**config.mk**
```make
export PLATFORM = sky130hd
export DESIGN_NAME = flash_write_erase_planner
export DESIGN_NICKNAME = d
export VERILOG_FILES = /design/src/rtl/fwep_pkg.sv /design/src/rtl/flash_write_erase_planner.sv /design/src/rtl/fwep_ctrl.sv /design/src/rtl/fwep_datapath.sv
export SDC_FILE = /design/constraint.sdc
export NUM_CORES = 1
export LEC_CHECK = 0
export BUFFER_PORTS_ARGS = -buffer_cell sky130_fd_sc_hd__buf_4
export CORE_ASPECT_RATIO = 0.75
export CORE_MARGIN = 5
export CORE_UTILIZATION = 40
export CTS_CLUSTER_SIZE = 12
export DETAILED_ROUTE_END_ITERATION = 8
export PLACE_DENSITY = 0.7
export SLEW_MARGIN = 30
export SYNTH_ARGS = -nofsm -noshare
export SYNTH_HDL_FRONTEND = slang
export SYNTH_SLANG_ARGS = --single-unit
```
**constraint.sdc**
```tcl
create_clock -name clk -period 4.87 [get_ports clk]
set_clock_uncertainty 0.2 [all_clocks]
set_input_delay 0.487 -clock clk [delete_from_list [all_inputs] [get_ports clk]]
set_output_delay 0.487 -clock clk [all_outputs]
set_load 0.005 [all_outputs]
```
**src/rtl/fwep_pkg.sv**
```systemverilog
// Package for the flash write/erase planner.
// Holds default parameters, command and operation codes, controller states and
// the command/status structs shared by the controller and the datapath.
package fwep_pkg;

    localparam int PAGE_BYTES_DEF   = 256;
    localparam int SECTOR_BYTES_DEF = 4096;
    localparam int ADDRESS_BITS_DEF = 25;
    localparam int MAX_RESULTS      = 17;
    localparam int RC_W             = $clog2(MAX_RESULTS + 1);

    localparam int FIELD_ADDR_W  = 25;
    localparam int FIELD_LEN_W   = 16;
    localparam int FIELD_BYTE_W  = 8;
    localparam int FIELD_CNT_W   = 9;
    localparam int CAPACITY_W    = 26;

    localparam logic [CAPACITY_W-1:0] CAPACITY_RESET = 26'd16777216;

    localparam logic [1:0] CMD_ERASE   = 2'd0;
    localparam logic [1:0] CMD_PROGRAM = 2'd1;
    localparam logic [1:0] CMD_REJECT  = 2'd2;

    localparam logic OP_BEGIN = 1'b0;
    localparam logic OP_DATA  = 1'b1;

    typedef enum logic
    {
        ST_IDLE,
        ST_EMIT
    } ctrl_state_t;

    typedef struct packed
    {
        logic accept;
        logic emit;
    } ctrl_cmd_t;

    typedef struct packed
    {
        logic seg_close;
        logic emit_last;
        logic slot_free;
    } dp_status_t;

endpackage

```
**src/rtl/flash_write_erase_planner.sv**
```systemverilog
// Top level of the flash write/erase planner.
// Unpacks the stream buses and joins fwep_ctrl and fwep_datapath; uses fwep_pkg.
//
// Channel   Direction  Payload
// s_axis    in         tuser: operation; tdata: start_address, length, new_byte, old_byte
// m_axis    out        tuser: command; tlast: last; tdata: flash_address, byte_count
// cfg       in         cfg_we, cfg_wdata: capacity_bytes
//
// A begin transaction or a data transaction that does not close a segment leaves the controller idle.
// A data transaction that closes a segment is followed by its plan, one command per cycle
// from the plan generator (up to 17 with default sizes); no input is taken until the last
// command is in the output register. Low m_tready stretches each command by the stall.
// Reset clears the request state and restores capacity_bytes to 16 MiB.
module flash_write_erase_planner
#(
    parameter int PAGE_BYTES   = fwep_pkg::PAGE_BYTES_DEF,
    parameter int SECTOR_BYTES = fwep_pkg::SECTOR_BYTES_DEF,
    parameter int ADDRESS_BITS = fwep_pkg::ADDRESS_BITS_DEF
)
(
    input  logic        clk,
    input  logic        rst_n,
    input  logic        cfg_we,
    input  logic [25:0] cfg_wdata,     // capacity_bytes
    input  logic        s_tvalid,
    output logic        s_tready,
    input  logic [63:0] s_tdata,       // start_address, length, new_byte, old_byte, zero pad
    input  logic [0:0]  s_tuser,       // operation
    output logic        m_tvalid,
    input  logic        m_tready,
    output logic [39:0] m_tdata,       // flash_address, byte_count, zero pad
    output logic [1:0]  m_tuser,       // command
    output logic        m_tlast
);
    import fwep_pkg::*;

    ctrl_cmd_t              cmd;
    dp_status_t             status;
    logic [FIELD_ADDR_W-1:0] flash_address;
    logic [FIELD_CNT_W-1:0] byte_count;

    fwep_ctrl u_ctrl
    (
        .clk      (clk),
        .rst_n    (rst_n),
        .in_valid (s_tvalid),
        .in_ready (s_tready),
        .status   (status),
        .cmd      (cmd)
    );

    fwep_datapath
    #(
        .PAGE_BYTES   (PAGE_BYTES),
        .SECTOR_BYTES (SECTOR_BYTES),
        .ADDRESS_BITS (ADDRESS_BITS)
    )
    u_datapath
    (
        .clk           (clk),
        .rst_n         (rst_n),
        .cfg_we        (cfg_we),
        .cfg_wdata     (cfg_wdata),
        .operation     (s_tuser[0]),
        .start_address (s_tdata[24:0]),
        .length        (s_tdata[40:25]),
        .new_byte      (s_tdata[48:41]),
        .old_byte      (s_tdata[56:49]),
        .cmd           (cmd),
        .status        (status),
        .out_ready     (m_tready),
        .out_valid     (m_tvalid),
        .command       (m_tuser),
        .flash_address (flash_address),
        .byte_count    (byte_count),
        .last          (m_tlast)
    );

    assign m_tdata = {6'd0, byte_count, flash_address};

    a_emit_loads: assert property (@(posedge clk) disable iff (!rst_n)
        cmd.emit |=> m_tvalid)
        else $error("Emitted command did not reach the output register.");

    a_close_stalls: assert property (@(posedge clk) disable iff (!rst_n)
        (s_tvalid && s_tready && (s_tuser[0] == OP_DATA) && status.seg_close) |=> !s_tready)
        else $error("Input taken while a segment plan is pending.");

    a_reject_last: assert property (@(posedge clk) disable iff (!rst_n)
        (m_tvalid && (m_tuser == CMD_REJECT)) |-> m_tlast)
        else $error("Rejected request not marked as last.");

endmodule

```
**src/rtl/fwep_ctrl.sv**
```systemverilog
// Controller state machine of the flash write/erase planner.
// Decides when an input transaction is taken and when plan commands are emitted.
// Depends on fwep_pkg.
module fwep_ctrl
(
    input  logic               clk,
    input  logic               rst_n,
    input  logic               in_valid,
    output logic               in_ready,
    input  fwep_pkg::dp_status_t status,
    output fwep_pkg::ctrl_cmd_t  cmd
);
    import fwep_pkg::*;

    ctrl_state_t state_reg;
    ctrl_state_t state_next;

    always_ff @(posedge clk or negedge rst_n)
    begin
        if (!rst_n)
        begin
            state_reg <= ST_IDLE;
        end
        else
        begin
            state_reg <= state_next;
        end
    end

    always_comb
    begin
        state_next = state_reg;
        case (state_reg)
            ST_IDLE:
            begin
                if (cmd.accept && status.seg_close)
                begin
                    state_next = ST_EMIT;
                end
            end
            ST_EMIT:
            begin
                if (cmd.emit && status.emit_last)
                begin
                    state_next = ST_IDLE;
                end
            end
            default:
            begin
                state_next = ST_IDLE;
            end
        endcase
    end

    always_comb
    begin
        in_ready   = 1'b0;
        cmd.accept = 1'b0;
        cmd.emit   = 1'b0;
        case (state_reg)
            ST_IDLE:
            begin
                in_ready   = status.slot_free;
                cmd.accept = in_valid && status.slot_free;
            end
            ST_EMIT:
            begin
                cmd.emit = status.slot_free;
            end
            default:
            begin
                in_ready = 1'b0;
            end
        endcase
    end

endmodule

```
**src/rtl/fwep_datapath.sv**
```systemverilog
// Datapath of the flash write/erase planner: request and segment state,
// plan generator and the output register. Depends on fwep_pkg.
module fwep_datapath
#(
    parameter int PAGE_BYTES   = fwep_pkg::PAGE_BYTES_DEF,
    parameter int SECTOR_BYTES = fwep_pkg::SECTOR_BYTES_DEF,
    parameter int ADDRESS_BITS = fwep_pkg::ADDRESS_BITS_DEF
)
(
    input  logic                                  clk,
    input  logic                                  rst_n,
    input  logic                                  cfg_we,
    input  logic [fwep_pkg::CAPACITY_W-1:0]       cfg_wdata,
    input  logic                                  operation,
    input  logic [fwep_pkg::FIELD_ADDR_W-1:0]     start_address,
    input  logic [fwep_pkg::FIELD_LEN_W-1:0]      length,
    input  logic [fwep_pkg::FIELD_BYTE_W-1:0]     new_byte,
    input  logic [fwep_pkg::FIELD_BYTE_W-1:0]     old_byte,
    input  fwep_pkg::ctrl_cmd_t                   cmd,
    output fwep_pkg::dp_status_t                  status,
    input  logic                                  out_ready,
    output logic                                  out_valid,
    output logic [1:0]                            command,
    output logic [fwep_pkg::FIELD_ADDR_W-1:0]     flash_address,
    output logic [fwep_pkg::FIELD_CNT_W-1:0]      byte_count,
    output logic                                  last
);
    import fwep_pkg::*;

    localparam int AW    = ADDRESS_BITS;
    localparam int SEC_W = $clog2(SECTOR_BYTES);
    localparam int PG_W  = $clog2(PAGE_BYTES);
    localparam int CNT_W = SEC_W + 1;
    localparam int CW    = (CNT_W > PG_W + 1) ? CNT_W : PG_W + 1;
    localparam logic [AW-1:0]    SECTOR_MASK = AW'(SECTOR_BYTES - 1);
    localparam logic [RC_W-1:0]  RC_FINAL    = RC_W'(MAX_RESULTS - 1);

    logic [CAPACITY_W-1:0]  capacity_reg;
    logic                   active_reg;
    logic [AW-1:0]          cur_addr_reg;
    logic [FIELD_LEN_W-1:0] left_reg;
    logic [AW-1:0]          seg_start_reg;
    logic [CNT_W-1:0]       seg_cnt_reg;
    logic                   need_reg;
    logic [AW-1:0]          em_addr_reg;
    logic [CNT_W-1:0]       em_left_reg;
    logic                   em_erase_reg;
    logic [RC_W-1:0]        rc_reg;
    logic                   out_valid_reg;
    logic [1:0]             out_cmd_reg;
    logic [FIELD_ADDR_W-1:0] out_addr_reg;
    logic [FIELD_CNT_W-1:0] out_cnt_reg;
    logic                   out_last_reg;

    logic [31:0]            start_ext;
    logic [AW-1:0]          start_aw;
    logic                   reject;
    logic                   load_out;
    logic                   need_next;
    logic [CNT_W-1:0]       cnt_inc;
    logic [AW-1:0]          addr_inc;
    logic [FIELD_LEN_W-1:0] left_dec;
    logic                   close;
    logic [CW-1:0]          room;
    logic [CW-1:0]          left_cw;
    logic [CW-1:0]          chunk;
    logic [31:0]            chunk_ext;
    logic [31:0]            em_addr_ext;
    logic                   last_erase;
    logic                   last_prog;

    assign start_ext = 32'(start_address);
    assign start_aw  = start_ext[AW-1:0];
    assign reject    = (length == '0) || ({1'b0, start_address} > capacity_reg);
    assign load_out  = cmd.emit || (cmd.accept && (operation == OP_BEGIN) && reject);

    assign need_next = need_reg || ((~old_byte & new_byte) != '0);
    assign cnt_inc   = seg_cnt_reg + 1'b1;
    assign addr_inc  = cur_addr_reg + 1'b1;
    assign left_dec  = left_reg - 1'b1;
    assign close     = (left_dec == '0) || (addr_inc[SEC_W-1:0] == '0);

    assign room        = CW'(PAGE_BYTES) - CW'(em_addr_reg[PG_W-1:0]);
    assign left_cw     = CW'(em_left_reg);
    assign chunk       = (left_cw < room) ? left_cw : room;
    assign chunk_ext   = 32'(chunk);
    assign em_addr_ext = 32'(em_addr_reg);
    assign last_erase  = (rc_reg == RC_FINAL);
    assign last_prog   = (left_cw == chunk) || (rc_reg == RC_FINAL);

    assign status.seg_close = (operation == OP_DATA) && active_reg && close;
    assign status.emit_last = em_erase_reg ? last_erase : last_prog;
    assign status.slot_free = !out_valid_reg || out_ready;

    always_ff @(posedge clk or negedge rst_n)
    begin
        if (!rst_n)
        begin
            capacity_reg  <= CAPACITY_RESET;
            active_reg    <= 1'b0;
            cur_addr_reg  <= '0;
            left_reg      <= '0;
            seg_start_reg <= '0;
            seg_cnt_reg   <= '0;
            need_reg      <= 1'b0;
            em_erase_reg  <= 1'b0;
            rc_reg        <= '0;
            out_valid_reg <= 1'b0;
        end
        else
        begin
            if (cfg_we)
            begin
                capacity_reg <= cfg_wdata;
            end

            if (load_out)
            begin
                out_valid_reg <= 1'b1;
            end
            else if (out_ready)
            begin
                out_valid_reg <= 1'b0;
            end

            if (cmd.accept)
            begin
                if (operation == OP_BEGIN)
                begin
                    if (reject)
                    begin
                        active_reg    <= 1'b0;
                    end
                    else
                    begin
                        active_reg    <= 1'b1;
                        cur_addr_reg  <= start_aw;
                        left_reg      <= length;
                        seg_start_reg <= start_aw;
                        seg_cnt_reg   <= '0;
                        need_reg      <= 1'b0;
                    end
                end
                else if (active_reg)
                begin
                    cur_addr_reg <= addr_inc;
                    left_reg     <= left_dec;
                    if (close)
                    begin
                        em_erase_reg <= need_next;
                        rc_reg       <= '0;
                        if (left_dec == '0)
                        begin
                            active_reg  <= 1'b0;
                            seg_cnt_reg <= cnt_inc;
                            need_reg    <= need_next;
                        end
                        else
                        begin
                            seg_start_reg <= addr_inc;
                            seg_cnt_reg   <= '0;
                            need_reg      <= 1'b0;
                        end
                    end
                    else
                    begin
                        seg_cnt_reg <= cnt_inc;
                        need_reg    <= need_next;
                    end
                end
            end

            if (cmd.emit)
            begin
                rc_reg        <= rc_reg + 1'b1;
                if (em_erase_reg)
                begin
                    em_erase_reg <= 1'b0;
                end
            end
        end
    end

    always_ff @(posedge clk)
    begin
        if (cmd.accept && (operation == OP_BEGIN) && reject)
        begin
            out_cmd_reg  <= CMD_REJECT;
            out_addr_reg <= start_address;
            out_cnt_reg  <= '0;
            out_last_reg <= 1'b1;
        end

        if (cmd.accept && (operation == OP_DATA) && active_reg && close)
        begin
            if (need_next)
            begin
                em_addr_reg <= seg_start_reg & ~SECTOR_MASK;
                em_left_reg <= CNT_W'(SECTOR_BYTES);
            end
            else
            begin
                em_addr_reg <= seg_start_reg;
                em_left_reg <= cnt_inc;
            end
        end

        if (cmd.emit)
        begin
            out_addr_reg <= em_addr_ext[FIELD_ADDR_W-1:0];
            if (em_erase_reg)
            begin
                out_cmd_reg  <= CMD_ERASE;
                out_cnt_reg  <= '0;
                out_last_reg <= last_erase;
            end
            else
            begin
                out_cmd_reg  <= CMD_PROGRAM;
                out_cnt_reg  <= chunk_ext[FIELD_CNT_W-1:0];
                out_last_reg <= last_prog;
                em_addr_reg  <= em_addr_reg + AW'(chunk);
                em_left_reg  <= em_left_reg - CNT_W'(chunk);
            end
        end
    end

    assign out_valid     = out_valid_reg;
    assign command       = out_cmd_reg;
    assign flash_address = out_addr_reg;
    assign byte_count    = out_cnt_reg;
    assign last          = out_last_reg;

endmodule

```
======== After elaboration in Yosys (flattened, before gate mapping) ========
Index checks and enable logic that the tools add are counted.
word-level totals
  register bits ........................... 190
  bits of input ports ..................... 96
  output and inout port bits .............. 45
  word-level logic and storage cells ...... 130
operators by class
  add/sub/neg operators ................... 7
  magnitude comparators ................... 2
  equality and inequality tests ........... 6
  mux-type cells .......................... 64
  bitwise gates (word level) .............. 4
  reduce and logical (&&, ||, !) cells .... 30
operators by type and width
  kind                     number
  $mux W25                 12
  $mux W13                 10
  $mux W16                 3
  $logic_not A16 Y1        2
  $mux W1                  27
  $mux W9                  3
  $gt A25 B26 Y1           1
  $add A25 B1 Y25 const B  1
  $add A25 B13 Y25         1
  $mux W5                  5
  $sub A16 B1 Y16 const B  1
  $add A13 B1 Y13 const B  1
  $eq A13 B13 Y1           1
  $lt A13 B13 Y1           1
  $sub A13 B13 Y13         1
  $logic_not A12 Y1        1
  $mux W12                 1
  $reduce_bool A2 Y1       6
  $logic_and A1 B1 Y1      10
  $sub A9 B8 Y10 const A   1
  $and A8 B8 Y8            1
  $not A8 Y8               1
  $reduce_bool A8 Y1       1
  $logic_or A1 B1 Y1       6
  other kinds (11)         15

======== Logic depth before layout (Yosys ltp) ========
  word-level depth ........................ 10
  gate-level depth with buffers ........... 24

======== Hierarchy ========
A second synthesis with hierarchy kept.
unflattened totals
  cell total of the unflattened synthesis .. 1315
  area total of the unflattened synthesis .. 11917.7 sq um
modules (own cells, without submodules)
  module                     instances  cells an instance  area an instance (sq um)  seq. area each (sq um)
  fwep_datapath              1          1302               11800.1                   4725.8
  fwep_ctrl                  1          6                  68.8                      25.0
  flash_write_erase_planner  1          7                  48.8                      0.0

======== Worst setup path after synthesis ========
No wires, ideal clock.
  path kind ............................... reg2reg
  start ................................... register u_datapath.em_addr_reg[3]
  end ..................................... register u_datapath.em_addr_reg[20]
  arrival ................................. 4.793 ns
  setup slack ............................. -0.214 ns
  cell stages (with the launch flop) ...... 23
  path through ............................ dfxtp_1 > or3_1 > nor2_1 > nand2_1 > xor2_1 > inv_1 > ha_1 > or2_2 > a2111o_1 > o21ai_1 > buf_2 > mux2i_1 > ha_1 > inv_1 > fa_1 > and2b_1 > o31ai_1 > a31oi_1 > a41oi_1 > a211oi_2 > buf_2 > a211oi_1 > a311oi_1
between the ends
  cells in the longest elaborated chain, start to end .. 6
ends and longest elaborated chain
  what                     line                  source
  from (decl)              fwep_datapath.sv:45   logic [AW-1:0] em_addr_reg;
  from (signal assigned)   fwep_datapath.sv:198  em_addr_reg <= seg_start_reg & ~SECTOR_MASK;
  from (signal assigned)   fwep_datapath.sv:203  em_addr_reg <= seg_start_reg;
  from (signal assigned)   fwep_datapath.sv:222  em_addr_reg <= em_addr_reg + AW'(chunk);
  $sub A9 B8 Y10           fwep_datapath.sv:83   assign room = CW'(PAGE_BYTES) - CW'(em_addr_reg[PG_W-1:0]);
  $lt A13 B13 Y1           fwep_datapath.sv:85   assign chunk = (left_cw < room) ? left_cw : room;
  $mux W13                 fwep_datapath.sv:85
  net u_datapath.chunk[0]  fwep_datapath.sv:66   logic [CW-1:0] chunk;
  $add A25 B13 Y25         fwep_datapath.sv:222
  $mux W25                 fwep_datapath.sv:211  if (em_erase_reg)
  $mux W25                 fwep_datapath.sv:208  if (cmd.emit)
The timed path passes the listed nets, and every way through them passes these cells.
A chain may end at the register's enable or synchronous reset.

======== Worst setup path in the final report ========
  start ................................... register u_datapath.em_addr_reg[3]
  end ..................................... register u_datapath.em_left_reg[12]
between the ends
  cells in the longest elaborated chain, start to end .. 6
ends and longest elaborated chain
  what                     line                  source
  $sub A9 B8 Y10           fwep_datapath.sv:83
  $lt A13 B13 Y1           fwep_datapath.sv:85
  $mux W13                 fwep_datapath.sv:85
  net u_datapath.chunk[0]  fwep_datapath.sv:66
  $sub A13 B13 Y13         fwep_datapath.sv:223  em_left_reg <= em_left_reg - CNT_W'(chunk);
  $mux W13                 fwep_datapath.sv:211
  $mux W13                 fwep_datapath.sv:208
  to (signal assigned)     fwep_datapath.sv:199  em_left_reg <= CNT_W'(SECTOR_BYTES);
  to (signal assigned)     fwep_datapath.sv:204  em_left_reg <= cnt_inc;
  to (signal assigned)     fwep_datapath.sv:223
  to (decl)                fwep_datapath.sv:46   logic [CNT_W-1:0] em_left_reg;
The timed path passes the listed nets, and every way through them passes these cells.

==> reports/results.ini <==
[setup_path]
slowest_delay_ps=540
worstPathArrival_ps=5140
crit_buf_inv=4
critPathCaptureType=register
crit_required_ps=5000
crit_family=simple AND/OR/NAND/NOR gates
crit_path_cell_trace=or3_4 > nor2_4 > buf_4 > nand2_4 > nor3_2 > inv_1 > ha_1 > or4b_1 > o21ai_1 > buf_4 > mux2i_4 > ha_2 > inv_2 > fa_2 > a21o_1 > a21oi_2 > nor2b_2 > o311ai_4 > a21oi_2 > or4_4 > nand3_1 > o211ai_1
start_kind=register
critical_path_class=register to register
crit_fanout=3
crit_path_top_delay_cell=or4_4

[timing]
worstMarginPinSlew_ps=911
holdWs_ps=41.6
slew_violations=0
finalHoldViolCount=0
finalCriticalPeriod_ps=5010
setup_viol=11
finalSetupTns_ps=-782
setup_slack_ps=-142
max-slew-margin-rel_pct=39.2
period_share_pct=103
rsz0062_at_grt=true
max_freq_ghz=0.200

[final_layout]
layout_commonest_cell=buf_4
drive_above_1_share_pct=27.3
final_nets=1622
seq_area_mm2=0.00475
antenna_cells=0
synthToLayoutAreaGrowth_pct=24.6
layout_common_cells=buf_4 (201), nand2_1 (185), dfrtp_1 (114), nor2_1 (106), inv_1 (70)
fillers=2560
multi_input_area_mm2=0.00685
fin_area_mm2=0.0146
post-route-util_pct=50.4
largest_reg_flops=26
stdcell_count=1867

[yosys]
synth_largest_area_cell=dfrtp_1
avgSynthCellArea_um2=9.07
async_flop_share_pct=60.5
synth_ff_type=dfrtp_1
netlist_area_mm2=0.0117
yosysTopAreaCellShare_pct=24.4
synth_cell_types=95
ys_seq_area_share_pct=40.6
synth_seq_cells=190
ys_warn_count=0
synth_area_leaders=dfrtp_1 (24%), edfxtp_1 (9.5%), ha_1 (6.6%)
postSynthCellCount=1292
synth_edf_count=37

[floorplan]
design.portCount=141
dieArea_mm2=0.0328
start_util_pct=40.4
row_count=54
die_h_um=158
dieWidth_um=208
core_mm2=0.0290

[clock_tree]
path_clk_slew_ps=80
cts_made_buffers=17
cts_tree=built
clock_latency_ps=450
htreeDepth=4
clockBufferDepth=2
clock-sinks=190
root_buffer=clkbuf_16

[power_and_ir_drop]
switching_power_mw=2.21
seqPwrFrac_pct=38.7
powerDensity_mw_per_mm2=408
ir_worst_vdd_mv=0.297
switching_share_pct=37.2
leakagePower_nw=6.52
p_int_mw=3.74
combPwrFrac_pct=38.1
power.total_mw=5.95
p_clk_share_pct=23.2

[global_routing]
first_global_vias=9233
grt.overflow.total=0
grt_max_degree=78
antenna_found_initial=1
grt_pass1_wl_um=52300
grt_usage_pct=20.1

[route]
dr.pass1.iters=6
vias=10400
ant_nets=0
wl_um=34900
wl_per_cell_um=18.7
avgViaCountPerCell=5.56
drc=0
first_iter_violations=846

[place]
dp_hpwl_um=24700
placedCellCount=1812
place.gp.congestion=0.944
portBuffers=127
post-place-ws_ps=-342
dpl-instance-area_mm2=0.0133

[outcome]
status=finished, violations left
violations=negative setup slack

[flow_run]
max_cap_violations=0

[hold_path]
worstHoldPathType=input pin to register

[routing by layer]
metal	global-route usage [%]	share of wire, %
met5	0	0.032
met4	3.93	1.3
met3	5.13	9.7
met2	27.7	42
met1	31.6	47
[cells in the mapped netlist, drive strengths merged, types with 6 or more instances]
master    n
or2      11
xnor2    35
mux2i    17
o21ai    76
o211ai    6
nand3    50
inv      74
dfxtp    38
mux2     37
o22ai    12
nor4     13
clkbuf   29
a31oi    12
a21oi    70
ha       62
nor2b     6
xor2     21
nand2   193
or3       8
buf      42
edfxtp   37
nor2    112
a211oi   17
and3     17
a221o     6
a21o     11
nor3     43
nand3b    8
a311oi   12
dfrtp   114
nand4    28
[power by group through the flow]
stage	sequential, mW	clock, mW	combinational (mW)
2_1_floorplan	2.15	0	1.43
3_3_place_gp	2.29	0	1.84
3_5_place_dp	2.30	0	1.88
4_1_cts	2.28	1.40	2.10
5_1_grt	2.34	1.47	2.48
6_report	2.30	1.38	2.27
[kinds of logic (layout without fill, tap and decap cells)]
kind of cell	count (synthesis)	count (layout)	share of synthesized area, %
other	1	10	0.0320
xor gates and xnor gates	56	56	4.19
DFF	190	190	40.6
buffers and inverters	145	318	5.78
muxes	54	54	5.84
AOI/OAI and AO/OA	271	271	15.0
adders and majority gates	64	64	6.97
and+or+nand+nor	511	512	21.6
[final timing paths]
| path | startpoint | to | slack [ps] | cells past startpoint |
|---|---|---|---|---|
| worst max-delay path | u_datapath.em_addr_reg[3] | u_datapath.em_left_reg[12] | -140 | 22 |
| worst min-delay path | cfg_wdata[1] | u_datapath.capacity_reg[1] | 40 | 3 |
| max in group asynchronous | rst_n | u_datapath.seg_start_reg[3] | 3110 | 3 |
| worst max register to register | u_datapath.em_addr_reg[3] | u_datapath.em_left_reg[12] | -140 | 22 |
| min in group asynchronous | rst_n | u_datapath.capacity_reg[19] | 370 | 2 |
| worst min register to register | u_datapath.em_left_reg[11] | u_datapath.em_left_reg[11] | 290 | 1 |
[worst reg2reg max path, stage by stage (launching register included)]
cell      delay [ps]
dfxtp_2          330
or3_4            400
nor2_4           100
buf_4            120
nand2_4           70
nor3_2           250
inv_1             80
ha_1             200
or4b_1           470
o21ai_1          140
buf_4            170
mux2i_4          260
ha_2             220
inv_2             40
fa_2             330
a21o_1           180
a21oi_2          180
nor2b_2           80
o311ai_4         260
a21oi_2          100
or4_4            540
nand3_1           80
o211ai_1          90
[area by class of cell]
cell class                 instances  area share [%]
clock inverter                    15           0.969
inverter                          74            1.90
tap                              392            3.36
timing repair buffer             212            11.3
sequential                       190            32.6
clock buffer                      17            2.91
multi-input combinational        967            47.0
[what timing repair did]
action                                 CTS  global route
pin swaps                               23            45
endpoints found under the hold margin   41             0
hold buffers                             1             0
gates resized for setup                 33            77
setup buffers                           14            12
gates cloned                             1             1
setup endpoints to repair               15            18
No activity file was read; power rests on OpenSTA's default activity.
